<file path="config.mk">
export PLATFORM = sky130hd
export DESIGN_NAME = utf8_to_utf16_transcoder_unit_flat
export DESIGN_NICKNAME = d
export VERILOG_FILES = /design/src/u8u16_pkg.sv /design/src/u8u16_byte_if.sv /design/src/u8u16_unit_if.sv /design/src/utf8_to_utf16_transcoder_unit.sv /design/src/u8u16_front.sv /design/src/u8u16_queue.sv /design/src/u8u16_back.sv /design/src/flat_wrapper.sv
export VERILOG_INCLUDE_DIRS = /design/src /design/src/src
export SDC_FILE = /design/constraint.sdc
export NUM_CORES = 1
export LEC_CHECK = 0
export BUFFER_PORTS_ARGS = -buffer_cell sky130_fd_sc_hd__buf_2
export CORE_MARGIN = 8
export CORE_UTILIZATION = 30
export CTS_CLUSTER_DIAMETER = 50
export DETAILED_ROUTE_END_ITERATION = 10
export GPL_TIMING_DRIVEN = 0
export PLACE_DENSITY = 0.52
export SYNTH_ARGS = -nofsm -noshare
export SYNTH_HDL_FRONTEND = slang
export SYNTH_SLANG_ARGS = --single-unit
</file>
<file path="constraint.sdc">
create_clock -name clk -period 7.26 [get_ports clk]
set_input_delay 0.363 -clock clk [delete_from_list [all_inputs] [get_ports clk]]
set_output_delay 0.363 -clock clk [all_outputs]
set_load 0.02 [all_outputs]
</file>
<file path="src/assert_macros.svh">
// Assertion helpers shared by the transcoder modules.
// Each expects signals named clk and rst in the scope where it is used.
`ifndef ASSERT_MACROS_SVH
`define ASSERT_MACROS_SVH

// Same-cycle implication, ignored while reset is asserted.
`define U8U16_ASSERT_IMP(lbl, ante, cons, msg) \
  lbl: assert property (@(posedge clk) disable iff (rst) (ante) |-> (cons)) \
    else $error(msg);

// Next-cycle implication, ignored while reset is asserted.
`define U8U16_ASSERT_NXT(lbl, ante, cons, msg) \
  lbl: assert property (@(posedge clk) disable iff (rst) (ante) |=> (cons)) \
    else $error(msg);

`endif

</file>
<file path="src/u8u16_pkg.sv">
package u8u16_pkg;

  localparam int QUEUE_DEPTH = 4;
  localparam int QPTR_W      = $clog2(QUEUE_DEPTH);
  localparam int QCNT_W      = $clog2(QUEUE_DEPTH + 1);

  localparam logic [15:0] QMARK_UNIT   = 16'h003F;
  localparam logic [15:0] SURR_HI_BASE = 16'hD800;
  localparam logic [15:0] SURR_LO_BASE = 16'hDC00;
  localparam logic [20:0] SUPP_BASE    = 21'h10000;

  // One complete run of bytes to be decoded: up to four bytes, oldest in
  // byte 0, the number of valid bytes, and whether the string ends here.
  typedef struct packed {
    logic [3:0][7:0] bytes;
    logic [2:0]      count;
    logic            last;
  } job_t;

  // Sequence length announced by a lead byte; zero means undecodable.
  function automatic logic [2:0] seq_len(input logic [7:0] b);
    logic [4:0] top;
    top = b[7:3];
    if (top < 5'd16) begin
      return 3'd1;
    end else if (top < 5'd24) begin
      return 3'd0;
    end else if (top < 5'd28) begin
      return 3'd2;
    end else if (top < 5'd30) begin
      return 3'd3;
    end else if (top == 5'd30) begin
      return 3'd4;
    end else begin
      return 3'd0;
    end
  endfunction

endpackage

</file>
<file path="src/u8u16_byte_if.sv">
interface u8u16_byte_if;
  logic       valid;
  logic       ready;
  logic [7:0] data_byte;
  logic       end_of_string;

  modport source (output valid, output data_byte, output end_of_string, input ready);
  modport sink   (input valid, input data_byte, input end_of_string, output ready);
endinterface

</file>
<file path="src/u8u16_unit_if.sv">
interface u8u16_unit_if;
  logic        valid;
  logic        ready;
  logic [15:0] code_unit;
  logic        run_last;
  logic        string_done;

  modport source (output valid, output code_unit, output run_last, output string_done,
                  input ready);
  modport sink   (input valid, input code_unit, input run_last, input string_done,
                  output ready);
endinterface

</file>
<file path="src/utf8_to_utf16_transcoder_unit.sv">
// UTF-8 to UTF-16 transcoder.
// byte_in carries one UTF-8 byte per transfer, with end_of_string set on the
// final byte of a string. unit_out carries one UTF-16 code unit per transfer;
// run_last marks the last unit caused by one input byte and string_done the
// final unit of the string. Bytes that only extend an open sequence produce no
// unit. Undecodable bytes produce 0x003F, and a string that ends mid-sequence
// is rescanned byte by byte.
// Throughput: one byte per cycle in while the run queue has room, and one
// code unit per cycle out while unit_out is ready; a byte that completes a
// run holds the decoder until each of its units has gone out. With the
// decoder idle, the run of a completing byte enters the queue at the
// transfer edge, is then loaded as the working run and then reaches the
// output register, from which its first unit is valid on unit_out.
// A four-entry run queue sits between the byte front end and the decoder, so
// a stall on unit_out first fills the queue and only then drops byte_in.ready.
// Synchronous reset (rst high) empties the sequence buffer, the queue and the
// output register; byte_in.ready is high again in the cycle after reset.
module utf8_to_utf16_transcoder_unit (
  input  logic          clk,
  input  logic          rst,
  u8u16_byte_if.sink    byte_in,
  u8u16_unit_if.source  unit_out
);
  import u8u16_pkg::*;

  logic q_full;
  logic push;
  logic pop;
  logic head_valid;
  job_t push_job;
  job_t head_job;

  // Front end: buffers bytes of an open sequence and hands over complete runs.
  u8u16_front u_front (
    .clk     (clk),
    .rst     (rst),
    .byte_in (byte_in),
    .q_full  (q_full),
    .push    (push),
    .job     (push_job)
  );

  // Short queue decoupling byte intake from unit output.
  u8u16_queue u_queue (
    .clk       (clk),
    .rst       (rst),
    .push      (push),
    .wr_job    (push_job),
    .pop       (pop),
    .rd_job    (head_job),
    .not_empty (head_valid),
    .full      (q_full)
  );

  // Back end: decodes each run into code units, one per cycle unless stalled.
  u8u16_back u_back (
    .clk        (clk),
    .rst        (rst),
    .head       (head_job),
    .head_valid (head_valid),
    .pop        (pop),
    .unit_out   (unit_out)
  );

endmodule

</file>
<file path="src/u8u16_front.sv">
`include "assert_macros.svh"

module u8u16_front (
  input  logic              clk,
  input  logic              rst,
  u8u16_byte_if.sink        byte_in,
  input  logic              q_full,
  output logic              push,
  output u8u16_pkg::job_t   job
);
  import u8u16_pkg::*;

  logic [7:0] held_bytes [3];
  logic [1:0] held_count;
  logic [2:0] expected_length;

  logic       accept;
  logic       flush;
  logic [2:0] n;
  logic [2:0] l_in;

  assign byte_in.ready = !q_full;
  assign accept        = byte_in.valid && byte_in.ready;

  always_comb begin
    n    = {1'b0, held_count} + 3'd1;
    l_in = seq_len(byte_in.data_byte);
    if (byte_in.end_of_string) begin
      flush = 1'b1;
    end else if (expected_length == 3'd0) begin
      flush = (l_in < 3'd2);
    end else begin
      flush = (n >= expected_length);
    end
  end

  // Held bytes first, the incoming byte after them.
  always_comb begin
    for (int k = 0; k < 3; k++) begin
      job.bytes[k] = (2'(k) < held_count) ? held_bytes[k] : byte_in.data_byte;
    end
    job.bytes[3] = byte_in.data_byte;
    job.count    = n;
    job.last     = byte_in.end_of_string;
  end

  assign push = accept && flush;

  always_ff @(posedge clk) begin
    if (rst) begin
      held_count      <= 2'd0;
      expected_length <= 3'd0;
    end else if (accept) begin
      if (flush) begin
        held_count      <= 2'd0;
        expected_length <= 3'd0;
      end else begin
        if (expected_length == 3'd0) begin
          expected_length <= l_in;
        end
        if (held_count != 2'd3) begin
          held_count <= held_count + 2'd1;
        end
      end
    end
  end

  always_ff @(posedge clk) begin
    if (accept && !flush && held_count != 2'd3) begin
      held_bytes[held_count] <= byte_in.data_byte;
    end
  end

  `U8U16_ASSERT_IMP(a_open_seq_short, expected_length != 3'd0,
    held_count != 2'd0 && 3'(held_count) < expected_length,
    "open sequence holds too many bytes")
  `U8U16_ASSERT_IMP(a_idle_empty, expected_length == 3'd0, held_count == 2'd0,
    "bytes held with no open sequence")

endmodule

</file>
<file path="src/u8u16_queue.sv">
`include "assert_macros.svh"

module u8u16_queue (
  input  logic              clk,
  input  logic              rst,
  input  logic              push,
  input  u8u16_pkg::job_t   wr_job,
  input  logic              pop,
  output u8u16_pkg::job_t   rd_job,
  output logic              not_empty,
  output logic              full
);
  import u8u16_pkg::*;

  job_t              entries [QUEUE_DEPTH];
  logic [QPTR_W-1:0] wr_ptr;
  logic [QPTR_W-1:0] rd_ptr;
  logic [QCNT_W-1:0] count;

  assign rd_job    = entries[rd_ptr];
  assign not_empty = (count != '0);
  assign full      = (count == QCNT_W'(QUEUE_DEPTH));

  always_ff @(posedge clk) begin
    if (rst) begin
      wr_ptr <= '0;
      rd_ptr <= '0;
      count  <= '0;
    end else begin
      if (push) begin
        wr_ptr <= wr_ptr + QPTR_W'(1);
      end
      if (pop) begin
        rd_ptr <= rd_ptr + QPTR_W'(1);
      end
      if (push && !pop) begin
        count <= count + QCNT_W'(1);
      end else if (pop && !push) begin
        count <= count - QCNT_W'(1);
      end
    end
  end

  always_ff @(posedge clk) begin
    if (push) begin
      entries[wr_ptr] <= wr_job;
    end
  end

  `U8U16_ASSERT_IMP(a_q_bound, 1'b1, count <= QCNT_W'(QUEUE_DEPTH), "queue count beyond depth")
  `U8U16_ASSERT_IMP(a_q_pop_nonempty, pop, count != '0, "pop from an empty queue")

endmodule

</file>
<file path="src/u8u16_back.sv">
`include "assert_macros.svh"

module u8u16_back (
  input  logic              clk,
  input  logic              rst,
  input  u8u16_pkg::job_t   head,
  input  logic              head_valid,
  output logic              pop,
  u8u16_unit_if.source      unit_out
);
  import u8u16_pkg::*;

  // Working run: bytes still to decode sit from byte 0 upwards.
  logic            w_valid;
  logic [3:0][7:0] w_bytes;
  logic [2:0]      w_left;
  logic [1:0]      w_cnt;
  logic            w_end;
  logic            lo_pending;
  logic [9:0]      lo_bits;

  // Output register.
  logic        o_valid;
  logic [15:0] o_unit;
  logic        o_last;
  logic        o_done;

  logic        adv;
  logic        fire;
  logic [2:0]  l;
  logic        bad;
  logic [20:0] cp;
  logic [20:0] c;
  logic [15:0] unit;
  logic [2:0]  used;
  logic        is_hi;
  logic [2:0]  left_after;
  logic [1:0]  cnt_after;
  logic        last;

  always_comb begin
    l   = seq_len(w_bytes[0]);
    bad = (l == 3'd0) || (l > w_left);
    case (l)
      3'd1:    cp = {14'd0, w_bytes[0][6:0]};
      3'd2:    cp = {10'd0, w_bytes[0][4:0], w_bytes[1][5:0]};
      3'd3:    cp = {5'd0, w_bytes[0][3:0], w_bytes[1][5:0], w_bytes[2][5:0]};
      3'd4:    cp = {w_bytes[0][2:0], w_bytes[1][5:0], w_bytes[2][5:0], w_bytes[3][5:0]};
      default: cp = '0;
    endcase
    c = cp - SUPP_BASE;

    is_hi = 1'b0;
    if (lo_pending) begin
      unit = SURR_LO_BASE + {6'd0, lo_bits};
      used = 3'd0;
    end else if (bad) begin
      unit = QMARK_UNIT;
      used = 3'd1;
    end else if (cp < SUPP_BASE) begin
      unit = cp[15:0];
      used = l;
    end else begin
      unit  = SURR_HI_BASE + {5'd0, c[20:10]};
      used  = l;
      is_hi = 1'b1;
    end

    left_after = w_left - used;
    cnt_after  = w_cnt + 2'd1;
    // A run ends when its bytes are used up or three units have gone out.
    last = !is_hi && ((left_after == 3'd0) || (cnt_after == 2'd3));
  end

  assign adv  = !o_valid || unit_out.ready;
  assign fire = w_valid && adv;
  assign pop  = head_valid && (!w_valid || (fire && last));

  always_ff @(posedge clk) begin
    if (rst) begin
      o_valid    <= 1'b0;
      w_valid    <= 1'b0;
      lo_pending <= 1'b0;
    end else begin
      if (adv) begin
        o_valid <= fire;
      end
      if (pop) begin
        w_valid    <= 1'b1;
        lo_pending <= 1'b0;
      end else if (fire && last) begin
        w_valid    <= 1'b0;
        lo_pending <= 1'b0;
      end else if (fire) begin
        lo_pending <= is_hi;
      end
    end
  end

  always_ff @(posedge clk) begin
    if (fire) begin
      o_unit <= unit;
      o_last <= last;
      o_done <= last && w_end;
    end
    if (pop) begin
      w_bytes <= head.bytes;
      w_left  <= head.count;
      w_cnt   <= 2'd0;
      w_end   <= head.last;
    end else if (fire) begin
      w_bytes <= w_bytes >> {used, 3'b000};
      w_left  <= left_after;
      w_cnt   <= cnt_after;
      lo_bits <= c[9:0];
    end
  end

  assign unit_out.valid       = o_valid;
  assign unit_out.code_unit   = o_unit;
  assign unit_out.run_last    = o_last;
  assign unit_out.string_done = o_done;

  `U8U16_ASSERT_IMP(a_done_is_last, o_valid && o_done, o_last,
    "string end flagged on a unit that does not close its run")
  `U8U16_ASSERT_NXT(a_hi_then_lo, fire && is_hi, lo_pending && w_valid,
    "high surrogate not followed by its low half")

endmodule

</file>
<file path="src/flat_wrapper.sv">
// flat-port wrapper written by rule: the top's interface ports become plain ports
module utf8_to_utf16_transcoder_unit_flat import u8u16_pkg::*;
  (clk, rst, byte_in_valid, byte_in_data_byte, byte_in_end_of_string, byte_in_ready, unit_out_valid, unit_out_code_unit, unit_out_run_last, unit_out_string_done, unit_out_ready);
  u8u16_byte_if byte_in_i ();
  u8u16_unit_if unit_out_i ();
  input  logic clk;
  input  logic rst;
  input wire logic [$bits(byte_in_i.valid)-1:0] byte_in_valid;
  input wire logic [$bits(byte_in_i.data_byte)-1:0] byte_in_data_byte;
  input wire logic [$bits(byte_in_i.end_of_string)-1:0] byte_in_end_of_string;
  output wire logic [$bits(byte_in_i.ready)-1:0] byte_in_ready;
  output wire logic [$bits(unit_out_i.valid)-1:0] unit_out_valid;
  output wire logic [$bits(unit_out_i.code_unit)-1:0] unit_out_code_unit;
  output wire logic [$bits(unit_out_i.run_last)-1:0] unit_out_run_last;
  output wire logic [$bits(unit_out_i.string_done)-1:0] unit_out_string_done;
  input wire logic [$bits(unit_out_i.ready)-1:0] unit_out_ready;
  assign byte_in_i.valid = byte_in_valid;
  assign byte_in_i.data_byte = byte_in_data_byte;
  assign byte_in_i.end_of_string = byte_in_end_of_string;
  assign byte_in_ready = byte_in_i.ready;
  assign unit_out_valid = unit_out_i.valid;
  assign unit_out_code_unit = unit_out_i.code_unit;
  assign unit_out_run_last = unit_out_i.run_last;
  assign unit_out_string_done = unit_out_i.string_done;
  assign unit_out_i.ready = unit_out_ready;
  utf8_to_utf16_transcoder_unit u_core (.clk(clk), .rst(rst), .byte_in(byte_in_i), .unit_out(unit_out_i));
endmodule
</file>
# Word level (Yosys, flattened, before mapping)
# Memories as Yosys holds them, arrays and structs flattened. A register that Yosys moved wholly into a read port is not among the register bits.
# Index checks and enable logic that the tools add are counted.
# totals
ff_bits	81
ramBits	168
inputBits	13
out_inout_bits	20
elab_cells	135
mem_count	2
# mem_list
name	depth	word_bits	read_ports	rd_ports_with_merged_regs	wr	line_no	text
u_core.u_queue.entries	4	36	1	1	1	u8u16_queue.sv:15	job_t entries [QUEUE_DEPTH];
u_core.u_front.held_bytes	3	8	3	0	1	u8u16_front.sv:13	logic [7:0] held_bytes [3];
# classes
add_sub_neg	11
n_lt_le_gt_ge	15
eq_ne	9
shift	1
n_mux	42
bitwise	1
reduce_logical	35
# ops
op	count
21-bit case mux with 4 select lines	1
32-bit two-way mux	2
3-bit two-way mux	18
16-bit two-way mux	3
5-bit < comparator, second input constant	8
32-bit by 6-bit right shift with 32-bit output	1
8-bit two-way mux	3
21-bit by 17-bit < comparator with 1-bit output, second input constant	1
21-bit by 17-bit subtractor with 21-bit output, second input constant	1
15-bit by 11-bit adder with 16-bit output, first input constant	1
15-bit by 12-bit adder with 16-bit output, first input constant	1
1-bit logical AND	11
1-bit two-way mux	11
5-bit == test, second input constant	2
2-bit nonzero test	5
3-bit zero test	3
2-bit by 1-bit adder with 2-bit output, second input constant	4
2-bit two-way mux	4
1-bit zero test	7
3-bit by 2-bit == test with 1-bit output, second input constant	2
3-bit == test, second input constant	2
2-bit AND reduction	3
1-bit logical OR	4
1-bit by 2-bit < comparator with 1-bit output, first input constant	2
14 further kinds	14

# Depth between registers and ports, before layout
# depth
ltp_word	20
depth_mapped	26
ltp_nobuf	22

# Cells and area by module
# Synthesis repeated with hierarchy kept, for this count alone.
# unflattened
cells_unflattened	718
area_unflattened_um2	11230.8
# by_module_without_submodules
mod	instances	cells_each	area_per_inst_um2	seq_area_each_um2
u8u16_queue	1	232	5679.2	4504.3
u8u16_back	1	377	4065.1	2021.9
u8u16_front	1	109	1486.4	820.8

# Worst setup path after synthesis
# Ideal clock, no wire load.
# synth_path
kind	register to register
startpoint	register u_core.u_back.w_bytes[4] (netlist bit)
endpoint	register u_core.u_back.w_bytes[0] (netlist bit), enable pin
setup_time_ns	0.414
arrival_ns	5.830
required_ns	6.846
path_slack_ns	1.016
path_stages_with_launch	20
n_path_buf	3
period_less_slack_ns	6.244
path_cell_list	edfxtp_1 nand2_1 or3_1 clkinv_1 clkbuf_1 ha_1 o21ai_0 o2111a_1 clkbuf_1 nor2_1 ha_1 fa_1 xnor2_1 nor2b_1 a21o_1 a211oi_2 o41ai_4 inv_2 buf_2 a21boi_0
# synth_between
elab_chain_cells	18
elab_cells_between_ends	33
classes_between	1 x add/sub; 6 x order compare; 5 x eq/ne; 11 x mux; 10 x reduce/logical
# synth_rtl
element	line_no	text
from (decl)	u8u16_back.sv:15	logic [3:0][7:0] w_bytes;
from (signal assigned)	u8u16_back.sv:107	w_bytes <= head.bytes;
from (signal assigned)	u8u16_back.sv:112	w_bytes <= w_bytes >> {used, 3'b000};
branches (longest 13 deep; another with 21-bit by 17-bit < comparator with 1-bit output)	n/a	
1-bit logical AND *	u8u16_back.sv:72	last = !is_hi && ((left_after == 3'd0) || (cnt_after == 2'd3));
1-bit logical AND *	u8u16_back.sv:77	assign pop = head_valid && (!w_valid || (fire && last));
1-bit logical OR *	u8u16_back.sv:77	
1-bit logical AND *	u8u16_back.sv:77	
2-bit nonzero test (no source line) *	n/a	
# Every way passes the cells marked *.
# A chain may end at the register's enable or synchronous reset.

# Final worst setup path
# layout_path
startpoint	register u_core.u_back.w_bytes[4] (netlist bit)
endpoint	register u_core.u_queue.count[2]
# layout_between
elab_chain_cells	20
elab_cells_between_ends	37
classes_between	1 x add/sub; 6 x order compare; 5 x eq/ne; 12 x mux; 13 x reduce/logical
# layout_rtl
element	line_no	text
branches (longest 13 deep; another with 21-bit by 17-bit < comparator with 1-bit output)	n/a	
1-bit logical AND *	u8u16_back.sv:72	
1-bit logical AND *	u8u16_back.sv:77	
1-bit logical OR *	u8u16_back.sv:77	
1-bit logical AND *	u8u16_back.sv:77	
1-bit zero test	u8u16_queue.sv:36	if (push && !pop) begin
1-bit logical AND	u8u16_queue.sv:36	
3-bit two-way mux / 2-bit nonzero test (equally long branches)	n/a	
to (signal assigned)	u8u16_queue.sv:37	count <= count + QCNT_W'(1);
to (signal assigned)	u8u16_queue.sv:39	count <= count - QCNT_W'(1);
to (decl)	u8u16_queue.sv:18	logic [QCNT_W-1:0] count;
# Marked as above.

==> metrics.txt <==
Worst setup EP type=register; vias in the first global route=6476; Syn-to-layout area delta=17.2%; largest net degree at the start of global routing=24; CP Launch Type=register; maximum clock frequency=150 MHz; reg2reg end=u_core.u_queue.count[2]$_SDFFE_PP0P_; Max VDD drop=0.229 mV; max_cap viols=0; CTS max path bufs=3; via/cell ratio=4.88; CTS tree=yes; Synth Flop Type=edfxtp_1; WL per Instance=20.1 um; pwr/cell area=439 mW/mm^2; drt pass-1 iters=4; CP bufs+invs=5; cts hold-fix bufs=0; ys async rst share=0; worst endpoint data arrival time=7.15 ns; EDFF count, synth=232; Clock Skews=0.0176 ns; Slowest-stage cell, CP=edfxtp_1; Min-Delay Path Class=input port to register; routed via count=6286; drt drc=0; CP endpoint=u_core.u_queue.count[2]$_SDFFE_PP0P_; post-route ant nets=0; Synth Register Bits=251; Die Height=209 um; first-pass GRT wire length=40000 um; global route overflow=0; Num CTS Buffers=31; Final min period=6.68 ns; period utilization=0.920; Syn Area/Cell=15.4 sq um; R2R depth=23; WP depth=23; die span in x=209 um; hold slack final=0.115 ns; crit-path max FO=19; Cells after Synth=727; Req. time, crit path=7.74 ns; Largest delay share family, worst path=adder cells; H-tree depth=1; Rows=70; commonest non-fill, non-tap cells in the layout=edfxtp_1 (232), nand2_1 (51), mux4_2 (36); PostCTS Resize Cnt=0; P_leak=4.58 nW; outcome=completed; Final Util=0.358; Worst-Skew Late Latency=0.55 ns; Crit Path Class=register to register; Seq/Total Area, Yosys=0.656; Setup TNS=0 ns; r2r setup slk=0.58 ns; Synth cell types=67; CTS Root Cell=clkbuf_16; Mapped Area=0.0112 sq mm; Critical Path, Cell by Cell=nand2_1, or3_1, clkinv_1, ha_1, o21ai_0, o2111a_1, clkbuf_2, nor2_1, ha_1, fa_1, xnor2_1, nor2b_1, a21o_1, a211oi_2, o41ai_4, inv_2, buf_2, ha_1, inv_1, fa_1, xor2_1, or3_1, a21oi_1; clock-pin slew on the worst setup and hold paths=0.06 ns; share of cells above drive strength 1=0.235; CP max stage delay=0.50 ns; Rel. slew slack=0.214; Syn. warnings=0; clock sinks=251; setup violators final=0; Final Net Count=829; RR Startpoint=u_core.u_back.w_bytes[4]$_DFFE_PP_; RSZ-0062 raised after global routing=false; Starting Density=0.305; most frequent CP cell=ha_1; syn nets=760; post-detail-place hpwl=17600 um; Fin. Hold Viols=0; CORE AREA=0.0367 sq mm; initial antenna violation count=0; GP Congestion=0.818; io pins=33; Slew Limit Fails=0; Final Power=5.76 mW; n_diodes=0; leading cell type in the layout, fill and taps excluded=edfxtp_1; setup bufs post-CTS=0; Die Area=0.0438 sq mm; Worst Tran Pin Value=1.17 ns; final wirelength=25900 um; DRT iter0 DRCs=298; # port buffers=32; worst setup path start=u_core.u_back.w_bytes[4]$_DFFE_PP_; Total GRT Usage=0.117
## how the worst min path moves through the flow
stage,slack [ns],to,cells after the start,startpoint
after floorplan,0.43,u_core.u_queue.count[2]$_SDFFE_PP0P_,1,rst
after global placement,0.47,u_core.u_back.unit_out.valid$_SDFFE_PP0P_,2,u_core.u_back.w_valid$_SDFFE_PP0P_
after detailed placement,0.48,u_core.u_back.unit_out.valid$_SDFFE_PP0P_,2,u_core.u_back.w_valid$_SDFFE_PP0P_
after CTS,0.09,u_core.u_queue.entries[3][0]$_DFFE_PP_,1,byte_in_end_of_string
after global routing,0.11,u_core.u_queue.entries[3][0]$_DFFE_PP_,1,byte_in_end_of_string
final,0.12,u_core.u_queue.entries[3][0]$_DFFE_PP_,1,byte_in_end_of_string
## cell families after synthesis
family / after synthesis / synth area share
AO/OA/AOI/OAI: 139 / 0.0882
XOR/XNOR: 7 / 0.00547
adder cells (fa/ha/maj): 20 / 0.0237
buffers and inverters: 69 / 0.0262
flip-flops: 251 / 0.656
multiplexers: 100 / 0.141
AND/OR/NAND/NOR: 141 / 0.0601
## flip-flops by register name, indices dropped and copies added, names as in the netlist, named ones only
register / cells
u_core.u_back.unit_out.run_last: 1
u_core.u_front.expected_length: 3
u_core.u_back.unit_out.code_unit: 16
u_core.u_queue.count: 3
u_core.u_queue.wr_ptr: 2
u_core.u_back.w_end: 1
u_core.u_back.w_cnt: 2
u_core.u_back.unit_out.valid: 1
u_core.u_back.unit_out.string_done: 1
u_core.u_back.w_left: 3
u_core.u_back.w_valid: 1
u_core.u_back.lo_pending: 1
u_core.u_queue.rd_ptr: 2
u_core.u_back.lo_bits: 10
u_core.u_queue.entries: 144
u_core.u_front.held_bytes: 24
u_core.u_back.w_bytes: 32
u_core.u_front.held_count: 2
## worst register-to-register path, stage by stage, from the launching register on
cell and delay, ns:
edfxtp_1 0.50, nand2_1 0.14, or3_1 0.20, clkinv_1 0.46, ha_1 0.50, o21ai_0 0.33
o2111a_1 0.45, clkbuf_2 0.32, nor2_1 0.08, ha_1 0.22, fa_1 0.40, xnor2_1 0.19
nor2b_1 0.18, a21o_1 0.19, a211oi_2 0.44, o41ai_4 0.21, inv_2 0.14, buf_2 0.32
ha_1 0.25, inv_1 0.07, fa_1 0.43, xor2_1 0.18, or3_1 0.30, a21oi_1 0.14
## metal layers
layer | GRT usage | part of all wire | vias to the layer above | wire, um
met5 | 0 | 0 | - | 0
met4 | 0.0311 | 0.025 | 0 | 655
met3 | 0.0182 | 0.031 | 45 | 809
met2 | 0.193 | 0.46 | 109 | 11900
met1 | 0.158 | 0.48 | 3153 | 12500
li1 | - | - | 2979 | -
## synthesized netlist by cell type, drive strengths merged (10+ instances only)
library cell | number | share of area
a22o | 11 | 0.0086
clkbuf | 26 | 0.0087
nor2b | 13 | 0.0073
mux2i | 13 | 0.012
a221o | 10 | 0.0089
nand3 | 17 | 0.0076
mux2 | 51 | 0.057
dfxtp | 19 | 0.034
nor2 | 27 | 0.0090
o21ai | 33 | 0.015
nand2 | 52 | 0.018
inv | 31 | 0.010
buf | 11 | 0.0068
edfxtp | 232 | 0.62
mux4 | 36 | 0.072
a21oi | 34 | 0.015
ha | 18 | 0.020
## final cells by class
type                       count  area, sq um
timing repair buffer          37          245
multi-input combinational    407         3570
clock buffer                  39          870
fill                        3503        23600
tap                          468          586
inverter                      32          120
sequential                   251         7350
clock inverter                19          214
buffer                        36          173
## where the power goes
part           switching, mW  internal [mW]
clock network          0.602          0.994
logic                   1.10          0.863
registers              0.198           2.00
total                   1.90           3.86
## stage by stage
stage	cells	cell area (sq um)	worst slack [ns]
2_1_floorplan	727	11200	1.02
3_3_place_gp	1227	12000	-0.730
3_5_place_dp	1231	12000	0.200
4_1_cts	1289	13100	0.175
5_1_grt	1289	13100	0.00822
6_report	1289	13100	0.582
(Power assumes the default switching activity.)
